==> config.mk <==
export PLATFORM = sky130hd
export DESIGN_NAME = mfc_track
export DESIGN_NICKNAME = d
export VERILOG_FILES = /design/src/hdl/mfc_pkg.sv /design/src/hdl/mfc_track.sv
export SDC_FILE = /design/constraint.sdc
export NUM_CORES = 1
export LEC_CHECK = 0
export BUFFER_PORTS_ARGS = -buffer_cell sky130_fd_sc_hd__buf_2
export CORE_UTILIZATION = 55
export CTS_CLUSTER_SIZE = 30
export DETAILED_ROUTE_END_ITERATION = 10
export PLACE_DENSITY = 0.73
export SLEW_MARGIN = 5
export SYNTH_ARGS = -nofsm -noshare
export SYNTH_HDL_FRONTEND = slang
export SYNTH_SLANG_ARGS = --single-unit
==> constraint.sdc <==
create_clock -name clk -period 23.2 [get_ports clk]
set_input_delay 4.64 -clock clk [delete_from_list [all_inputs] [get_ports clk]]
set_output_delay 4.64 -clock clk [all_outputs]
set_load 0.02 [all_outputs]
==> src/hdl/mfc_pkg.sv <==
// ----------------------------------------------------------------------------
// mfc_pkg
// Types and constants shared by the message frame checker modules.
// ----------------------------------------------------------------------------
`default_nettype none

package mfc_pkg;

	// Framing modes.
	typedef logic [2:0] mode_t;
	localparam mode_t MODE_LF   = 3'd0;
	localparam mode_t MODE_CRLF = 3'd1;
	localparam mode_t MODE_LE32 = 3'd2;
	localparam mode_t MODE_LE64 = 3'd3;
	localparam mode_t MODE_BE32 = 3'd4;
	localparam mode_t MODE_BE64 = 3'd5;

	// Result status codes.
	typedef logic [2:0] status_t;
	localparam status_t ST_OK        = 3'd0;
	localparam status_t ST_SHORT     = 3'd1;
	localparam status_t ST_TOO_LARGE = 3'd2;
	localparam status_t ST_TRAILING  = 3'd3;
	localparam status_t ST_RANGE     = 3'd4;

	// Configuration register indexes.
	typedef logic [1:0] reg_index_t;
	localparam reg_index_t REG_FRAME_MODE = 2'd0;
	localparam reg_index_t REG_STRIP      = 2'd1;
	localparam reg_index_t REG_MAX_FRAME  = 2'd2;

	// Characters and prefix sizes.
	localparam logic [7:0] CHR_CR = 8'h0D;
	localparam logic [7:0] CHR_LF = 8'h0A;
	localparam logic [3:0] PSIZE_SHORT = 4'd4;
	localparam logic [3:0] PSIZE_LONG  = 4'd8;

	// Field widths of one result.
	localparam int STATUS_W = 3;
	localparam int OFFSET_W = 4;
	localparam int FLEN_W   = 32;
	localparam int MAXF_W   = 32;

	// Configuration as seen by the tracker.
	typedef struct packed {
		mode_t             mode;
		logic              strip;
		logic [MAXF_W-1:0] max_frame;
	} cfg_t;

	// One input item.
	typedef struct packed {
		logic [7:0] data;
		logic       bvalid;
		logic       last;
	} item_t;

	// One result item.
	typedef struct packed {
		logic [FLEN_W-1:0]   length;
		logic [OFFSET_W-1:0] offset;
		status_t             status;
	} result_t;

endpackage

`default_nettype wire

==> src/hdl/mfc_track.sv <==
// ----------------------------------------------------------------------------
// mfc_track
// Per-message state: byte counter, delimiter search and prefix assembly,
// plus the end-of-message evaluation of status, offset and length.
// ----------------------------------------------------------------------------
`default_nettype none

module mfc_track #(
	parameter int LENGTH_BITS = 32
) (
	input  wire logic            clk,
	input  wire logic            arst_n,
	input  wire mfc_pkg::cfg_t   cfg,
	input  wire mfc_pkg::item_t  item,
	input  wire logic            take,
	output mfc_pkg::result_t     result
);

	// Counter width; the ceiling is all ones at this width.
	localparam int CW = (LENGTH_BITS > 32) ? 32 : LENGTH_BITS;
	localparam int LW = CW + 2;
	localparam int PW = CW + 1;

	logic [CW-1:0] cnt_q, pos_q;
	logic          found_q, prev_cr_q;
	logic [63:0]   prefix_q;

	logic [CW-1:0] cnt_nx, pos_nx;
	logic          found_nx, prev_cr_nx;
	logic [63:0]   prefix_nx;

	mfc_pkg::mode_t mode;
	logic           long_prefix;
	logic [3:0]     psize;
	logic [1:0]     dlen;
	logic [LW-1:0]  sum_pd, flen_line;
	logic [PW-1:0]  sum_pl;
	logic           no_limit;

	// Next state after the current byte.
	always_comb begin
		mode = (cfg.mode > mfc_pkg::MODE_BE64) ? mfc_pkg::MODE_LF : cfg.mode;
		long_prefix = (mode == mfc_pkg::MODE_LE64) || (mode == mfc_pkg::MODE_BE64);
		psize = long_prefix ? mfc_pkg::PSIZE_LONG : mfc_pkg::PSIZE_SHORT;

		cnt_nx     = cnt_q;
		pos_nx     = pos_q;
		found_nx   = found_q;
		prev_cr_nx = prev_cr_q;
		prefix_nx  = prefix_q;

		if (item.bvalid) begin
			priority if (mode == mfc_pkg::MODE_LF) begin
				if (!found_q && item.data == mfc_pkg::CHR_LF) begin
					found_nx = 1'b1;
					pos_nx   = cnt_q;
				end
			end else if (mode == mfc_pkg::MODE_CRLF) begin
				if (!found_q && prev_cr_q && item.data == mfc_pkg::CHR_LF) begin
					found_nx = 1'b1;
					pos_nx   = cnt_q - CW'(1);
				end
				prev_cr_nx = (item.data == mfc_pkg::CHR_CR);
			end else begin
				if (cnt_q < CW'(psize)) begin
					if (mode == mfc_pkg::MODE_LE32 || mode == mfc_pkg::MODE_LE64) begin
						prefix_nx = prefix_q | (64'(item.data) << {cnt_q[2:0], 3'b000});
					end else begin
						prefix_nx = {prefix_q[55:0], item.data};
					end
				end
			end
			// The counter holds at its ceiling.
			if (!(&cnt_q)) begin
				cnt_nx = cnt_q + CW'(1);
			end
		end
	end

	// End-of-message evaluation on the updated state.
	always_comb begin
		dlen      = (mode == mfc_pkg::MODE_CRLF) ? 2'd2 : 2'd1;
		sum_pd    = LW'(pos_nx) + LW'(dlen);
		flen_line = cfg.strip ? LW'(pos_nx) : sum_pd;
		sum_pl    = PW'(prefix_nx[CW-1:0]) + PW'(psize);
		no_limit  = (cfg.max_frame == '0);

		result.status = mfc_pkg::ST_OK;
		result.offset = '0;
		result.length = '0;

		if (mode == mfc_pkg::MODE_LF || mode == mfc_pkg::MODE_CRLF) begin
			priority if (!found_nx) begin
				result.status = mfc_pkg::ST_SHORT;
			end else if (flen_line[LW-1:CW] != '0 ||
				(!no_limit && 64'(flen_line) > 64'(cfg.max_frame))) begin
				result.status = mfc_pkg::ST_TOO_LARGE;
			end else if (LW'(cnt_nx) > sum_pd) begin
				result.status = mfc_pkg::ST_TRAILING;
			end else begin
				result.length = mfc_pkg::FLEN_W'(flen_line);
			end
		end else begin
			result.offset = psize;
			priority if (cnt_nx < CW'(psize)) begin
				result.status = mfc_pkg::ST_SHORT;
			end else if (prefix_nx[63:CW] != '0) begin
				result.status = mfc_pkg::ST_RANGE;
			end else if (!no_limit && prefix_nx > 64'(cfg.max_frame)) begin
				result.status = mfc_pkg::ST_TOO_LARGE;
			end else if (PW'(cnt_nx) < sum_pl) begin
				result.status = mfc_pkg::ST_SHORT;
			end else if (PW'(cnt_nx) > sum_pl) begin
				result.status = mfc_pkg::ST_TRAILING;
			end else begin
				result.length = mfc_pkg::FLEN_W'(prefix_nx[CW-1:0]);
			end
		end
	end

	// State registers; a message end clears them for the next message.
	always_ff @(posedge clk or negedge arst_n) begin
		if (!arst_n) begin
			cnt_q     <= '0;
			pos_q     <= '0;
			found_q   <= 1'b0;
			prev_cr_q <= 1'b0;
			prefix_q  <= '0;
		end else if (take) begin
			if (item.last) begin
				cnt_q     <= '0;
				pos_q     <= '0;
				found_q   <= 1'b0;
				prev_cr_q <= 1'b0;
				prefix_q  <= '0;
			end else begin
				cnt_q     <= cnt_nx;
				pos_q     <= pos_nx;
				found_q   <= found_nx;
				prev_cr_q <= prev_cr_nx;
				prefix_q  <= prefix_nx;
			end
		end
	end

endmodule

`default_nettype wire

---- Word level (Yosys, flattened, before mapping) ----
Cells that the tools add are included.
Widths: inputs -> output; s select.
cells by class
  muxes and demuxes ....................... 48
  reductions and logical operators ........ 19
  add/subtract/negate cells ............... 4
  bitwise gates (word level) .............. 1
  equal/unequal tests ..................... 7
  order comparisons ....................... 8
  shift-type cells ........................ 1
operator list
  cell                   number
  $mux 32                18
  $mux 64                6
  $gt 32x33->1           2
  $gt 64x32->1           1
  $lt 32x4->1            2
  $or 64x64->64          1
  $shl 8x6->64           1
  $add 32x2->33          1
  $add 32x4->33          1
  $gt 33x32->1           1
  $lt 32x33->1           1
  $mux 33                1
  $add 32x1->32 const B  1
  $logic_not 32->1       1
  $reduce_and 32->1      1
  $reduce_bool 32->1     1
  $sub 32x1->32 const B  1
  $eq 8x4->1 const B     2
  $mux 2                 7
  $mux 3                 4
  $mux 1                 10
  $mux 4                 2
  $eq 3x2->1 const B     2
  $reduce_bool 2->1      3
  9 further kinds        17
word-level totals
  register bits ........................... 130
  word-level logic and storage cells ...... 93

---- Depth between registers and ports, before layout ----
Gate-level depths: netlist of run 1.
  depth after elaboration ................. 18
  gate-level depth with buffers ........... 33
  gate-level depth less buffers ........... 27

---- Worst setup path before layout of run 1 ----
OpenSTA, ideal clock, no wires.
  path kind ............................... input to output
  from .................................... input port cfg[34] in the netlist's numbering
  to ...................................... output port result[20] in the netlist's numbering
  arrival time ............................ 10.945 ns
  data required time ...................... 18.560 ns
  cell stages on the path ................. 29
  path slack .............................. 7.615 ns
  buffers on the path ..................... 4
  cells stage by stage .................... clkbuf_1 or4bb_1 buf_2 nor4_2 nor2_1 a21oi_1 o22ai_1 a21oi_1 ha_1 inv_1 fa_1 or3_1 buf_2 nor3_4 nand4_1 or3_1 xor2_1 inv_1 ha_1 a2111oi_0 o21ai_0 a221oi_1 o211ai_1 o211ai_1 nand3_1 nor4_4 nor2_1 buf_4 o22ai_1
RTL lines
  what             line             text
  start, declared  mfc_track.sv:13  input wire mfc_pkg::cfg_t cfg,
  end, declared    mfc_track.sv:16  output mfc_pkg::result_t result

==> results.toml, run 1 <==
[place]
gp_congestion = 1.05
place_area_um2 = 15800
place_inst = 2308
dp_hpwl_um = 48000
io_buffers = 85
post-place-ws_ps = 5790

[sta]
slew_headroom = 0.149
finalCriticalPeriod_ps = 17760
worst_slew_pin_slew_ps = 1270
rsz0062_at_grt = "no"
period_share = 0.765
setup_tns_ps = 0
timing.hold.ws_ps = 496
slew_viol_final = 0
clock.fmax_mhz = 56.3
setup_violations = 0
finalHoldViolCount = 0
finClkSkew_ps = 12.7
worst_slack_ps = 5440

[cts]
clockBufferDepth = 2
postCtsSetupRepairBufs = 0
numCtsBuffers = 17
clk_pin_slew_ps = 70
cts_hold_buf = 0
insertion_delay_ps = 460
root_buffer = "clkbuf_16"
cts_tree = "done"
cts_resized = 0
cts.sinks = 130
htreeDepth = 4

[worst_setup_path]
cp_slowest_stage_delay_ps = 890
endpoint_kind = "primary output"
path_buf_inv = 4
start_kind = "input pin"
r2r_end = "pos_q[30]"
reg2reg_from = "cnt_q[0]"
crit_arrival_ps = 13120
crit_required_ps = 18560
cp_slowest_cell = "nand3_1"
critPathKind = "in -> out"
r2r_cells = 9
r2r_setup_slack_ps = 18850
cp_max_fo = 30
crit_family = "simple AND/OR/NAND/NOR gates"

[grt]
track_usage = 0.446
grt_max_degree = 69
grt_pass1_vias = 15600
grt_pass1_wl_um = 94800
antenna_found_initial = 1
gr-total-overflow = 0

[cells_and_area]
final_cells = 2340
design_area_um2 = 16300
insertedDiodeCount = 0
fillCellCount = 2562
syn2layout_area_growth_pct = 7.64
final_layout_size_suffix_gt1_frac = 0.108
nets = 2172

[min_path]
hold_path_depth = 1
hold_path_class = "reg -> reg"
hold_start = "pos_q[10]"
min_to = "pos_q[10]"

[power]
power.leakage_nw = 7.39
vdd_ir_drop_max_mv = 0.0486
power_density_nw_per_um2 = 46.9

[routing]
drt-total-wl_um = 63000
drc_errors = 0
num_vias = 16700
drt_iter0_markers = 2370
via_per_inst = 7.15
wire_per_inst_um = 26.9
ant_nets = 0
firstDrtPassIters = 6

[synth]
synthTopCellsByArea = "dfrtp_1, ha_1, o21ai_0"
ys_top_cells_by_count = "o21ai_0, nand2_1, ha_1, nor2_1, dfrtp_1"
synth_area_leader_cell = "dfrtp_1"
yosysUniqueCellTypes = 98
syn_area_um2 = 15200
synth_top_family_by_area = "compound AO/OA/AOI/OAI gates"
async_reset_ff_frac = 1.00
yosys_register_bits = 130
syn_avg_cell_area_um2 = 7.66
synthXorXnorAreaFrac = 0.0693
synth.area.mux_share = 0.00404
synth_top_area_share = 0.214
synth_compound_area_frac = 0.280
synthSimpleGateAreaFrac = 0.249
synthAdderAreaFrac = 0.114
synth_flop_cell = "dfrtp_1"
synth_most_common_cell = "o21ai_0"
synth-edff-count = 0
yosys_warnings = 0
seq_area_frac_synth = 0.214
syn_inst = 1980

[floorplanning]
die_h_um = 168
die_w_um = 168
io_pins = 88
rows = 60
core_um2 = 27000
initial_core_util = 0.561
dieArea_um2 = 28200

[flow_run]
cap_viol_max_count = 0

[outcome]
outcome = "completed"
kinds of logic (layout without fill, tap and decap cells):
logic type / after synthesis / in the layout
other cells: 1 / 2
fa+ha+maj: 137 / 137
xor+xnor: 120 / 120
mux: 6 / 6
simple gates: 694 / 694
buf+inv: 256 / 274
compound gates: 636 / 636
flops: 130 / 130
state kept, by name, indices dropped and copies added, names as in the netlist:
register / count
prev_cr_q: 1
pos_q: 32
found_q: 1
prefix_q: 64
cnt_q: 32
final cells by class:
type                            count  area (µm²)  area share
Clock buffer                       18         439      0.0269
Clock inverter                     14         133     0.00812
Inverter                          116         435      0.0267
Multi-Input combinational cell   1595       10900       0.668
Sequential cell                   130        3250       0.199
Tap cell                          341         427      0.0261
Timing Repair Buffer              126         739      0.0453
metal layers:
layer	share of wire	track usage	vias to the layer above
met2	0.42	0.674	1177
met4	0.062	0.239	2
met5	0.00019	0	-
met1	0.40	0.592	7954
li1	-	-	7370
met3	0.11	0.0997	220
worst max-delay path by stage:
stage                 end  cells past startpoint  slack, ps    start
4_1_cts         result[9]                     27       5770  item[1]
6_report        result[9]                     27       5440  item[1]
5_1_grt         result[9]                     27       4900  item[1]
3_3_place_gp   result[34]                     26       6060  cfg[35]
2_1_floorplan  result[20]                     29       7610  cfg[34]
3_5_place_dp    result[9]                     27       5790  item[1]
layout by cell type (no fill, tap or decap), types with 41 or more instances in the layout:
master and instances:
nor4_1 56, nand3_1 54, nand2_1 156, o2bb2ai_1 42
inv_1 115, xnor2_1 80, nor2_1 132, nor3_1 67
o21ai_0 166, buf_4 41, nand4_1 62, ha_1 135
a21oi_1 129, buf_2 84, a22o_1 41, dfrtp_1 130
power by group:
| group | internal [mW] | switching (mW) | total, mW |
|---|---|---|---|
| sequential | 0.240 | 0.0200 | 0.260 |
| combinational | 0.0772 | 0.152 | 0.229 |
| clock | 0.152 | 0.125 | 0.277 |
stage by stage:
step | utilization | total power [mW]
detailed placement | 0.583 | 0.482
floorplan | - | 0.397
finish | 0.604 | 0.765
global placement | 0.583 | 0.479
CTS | 0.604 | 0.752
global route | 0.604 | 0.786
worst register-to-register path, stage by stage, from the launching register on:
cell	delay (ps)
dfrtp_1	730
inv_1	480
ha_1	380
nor3b_1	690
nand4_1	320
or4_1	510
o21ai_0	160
a211oi_1	110
a311oi_1	680
a22o_1	220
Note: power is estimated with default switching activity, not from simulation.
==> run 2, diff against run 1 <==
- clock period: 23.2 -> 17.5 ns (I/O delays scaled with it)
==> run 2 against run 1 <==
Net effect:
- first-iteration DRC count rose by 7.3%
- critical path depth did not move
- count of clock-buffer cells in the layout rose by 3
- sequential power rose by 33%
- highest routed layer is now met4
- clock skew rose by 0.83 ps
- combinational power rose by 34%
- final cell count rose by 0.13%
- utilization rose by 0.28 points
- sequential share of layout area fell by 0.091 points
- via count rose by 0.32%
- worst hold slack got worse by 1.8 ps
==> results.toml, run 2 (synthesis results as in run 1) <==
[worst_setup_path]
critPathKind = "in -> out"
cp_max_fo = 30
crit_required_ps = 14000
crit_arrival_ps = 12070
start_kind = "input pin"
reg2reg_from = "cnt_q[0]"
endpoint_kind = "primary output"
r2r_setup_slack_ps = 13450
r2r_end = "pos_q[30]"
r2r_cells = 10

[cells_and_area]
syn2layout_area_growth_pct = 8.13
largest-register = "prefix_q"
final_layout_size_suffix_gt1_frac = 0.109
final_common_cell = "o21ai_0"
utilization = 0.607
fillCellCount = 2495
nets = 2175
mostFrequentLayoutCells = "o21ai_0, nand2_1, ha_1, nor2_1, dfrtp_1"
top_regs = "prefix_q (64), cnt_q (32), pos_q (32)"
insertedDiodeCount = 0
largest_reg_flops = 64

[floorplanning]
initial_core_util = 0.561
rows = 60
dieArea_um2 = 28200
core_um2 = 27000
io_pins = 88
die_h_um = 168
die_w_um = 168

[grt]
grt_pass1_wl_um = 95000
antenna_found_initial = 0
gr-total-overflow = 0
track_usage = 0.447
grt_pass1_vias = 15400
grt_max_degree = 67

[cts]
insertion_delay_ps = 440
numCtsBuffers = 17
clk_pin_slew_ps = 70
htreeDepth = 4
postCtsSetupRepairBufs = 0
cts_hold_buf = 0
cts_tree = "done"
clockBufferDepth = 2
root_buffer = "clkbuf_16"
cts.sinks = 130
cts_resized = 0

[sta]
worst_slew_pin_slew_ps = 1250
period_share = 0.890
finClkSkew_ps = 13.6
slew_headroom = 0.159
clock.fmax_mhz = 64.2
finalCriticalPeriod_ps = 15570
rsz0062_at_grt = "no"
setup_tns_ps = 0
slew_viol_final = 0
finalHoldViolCount = 0
timing.hold.ws_ps = 494
setup_violations = 0

[routing]
ant_nets = 0
via_per_inst = 7.16
firstDrtPassIters = 8
wire_per_inst_um = 27.1
num_vias = 16800
drt-total-wl_um = 63600
drt_iter0_markers = 2544
drc_errors = 0

[power]
p_seq_frac = 0.332
power.leakage_nw = 7.42
p_int_mw = 0.657
power_frac_comb = 0.295
vdd_ir_drop_max_mv = 0.0589
power_density_nw_per_um2 = 63.3
p_sw_frac = 0.367
clkPwrFrac = 0.373
p_switching_mw = 0.381

[min_path]
min_to = "pos_q[23]"
hold_path_depth = 1
hold_path_class = "reg -> reg"
hold_start = "pos_q[23]"

[flow_run]
cap_viol_max_count = 0

[outcome]
outcome = "completed"

[place]
io_buffers = 85
dp_hpwl_um = 48200
gp_congestion = 1.07
-- run 2: changes by cell type in the layout (fill, tap and decap cells not counted), moves of 2 or more --
cell,before,now
clkinv_2,3,1
bufinv_16,1,3
clkinv_4,5,2
buf_4,41,44
clkbuf_8,1,3
clkinvlp_4,2,4
-- run 2: worst max-delay path by stage --
stage            start         end  cells past startpoint  slack (ps)
6_report       item[1]   result[9]                     27        1930
5_1_grt        item[1]   result[9]                     27        1480
4_1_cts        item[1]   result[9]                     27        2260
3_5_place_dp   item[1]   result[9]                     27        2390
3_3_place_gp   item[4]  result[34]                     24        2650
2_1_floorplan  cfg[34]  result[20]                     29        4190
-- run 2: critical path, stage by stage --
cell	delay, ps
buf_2	460
or3b_2	490
nor4_1	370
nand4_1	590
a21oi_1	710
nand2_1	180
and2_1	280
inv_1	120
ha_1	190
fa_1	180
inv_1	60
a221oi_1	430
nand3_1	160
or2_0	370
nor3_1	450
o21ai_0	210
xnor2_1	170
ha_1	320
nand4_1	160
nor4_1	310
a21boi_0	260
nor3b_1	90
nor2_1	110
o41a_1	220
nand3_1	870
o22ai_1	540
buf_2	230
-- run 2: final cells by class --
cell class	count	area (µm²)	area share
Sequential cell	130	3250	0.198
Clock inverter	11	151	0.00923
Tap cell	341	427	0.0260
Clock buffer	21	470	0.0287
Inverter	116	435	0.0265
Timing Repair Buffer	129	762	0.0465
Multi-Input combinational cell	1595	10900	0.665
-- run 2: per-layer routing --
layer,vias up,GRT usage,part of all wire
met5,-,0,0
met4,0,0.261,0.068
met3,241,0.110,0.11
met2,1232,0.663,0.41
met1,7927,0.590,0.40
li1,7377,-,-
-- run 2: per-stage QoR --
| step | total power, mW | setup slack, ps | std cells | cell area, µm² |
|---|---|---|---|---|
| after detailed placement | 0.640 | 2390 | 2311 | 15800 |
| after floorplan | 0.527 | 4190 | 1981 | 15200 |
| final | 1.04 | 1930 | 2343 | 16400 |
| after global placement | 0.637 | 2650 | 2311 | 15800 |
| after global routing | 1.07 | 1480 | 2343 | 16400 |
| after CTS | 1.02 | 2260 | 2343 | 16400 |
-- run 2: power groups by stage --
stage / clock [mW] / combinational, mW / sequential (mW)
2_1_floorplan: 0 / 0.191 / 0.335
3_3_place_gp: 0 / 0.290 / 0.347
3_5_place_dp: 0 / 0.293 / 0.347
4_1_cts: 0.386 / 0.294 / 0.342
5_1_grt: 0.399 / 0.327 / 0.345
6_report: 0.388 / 0.306 / 0.345
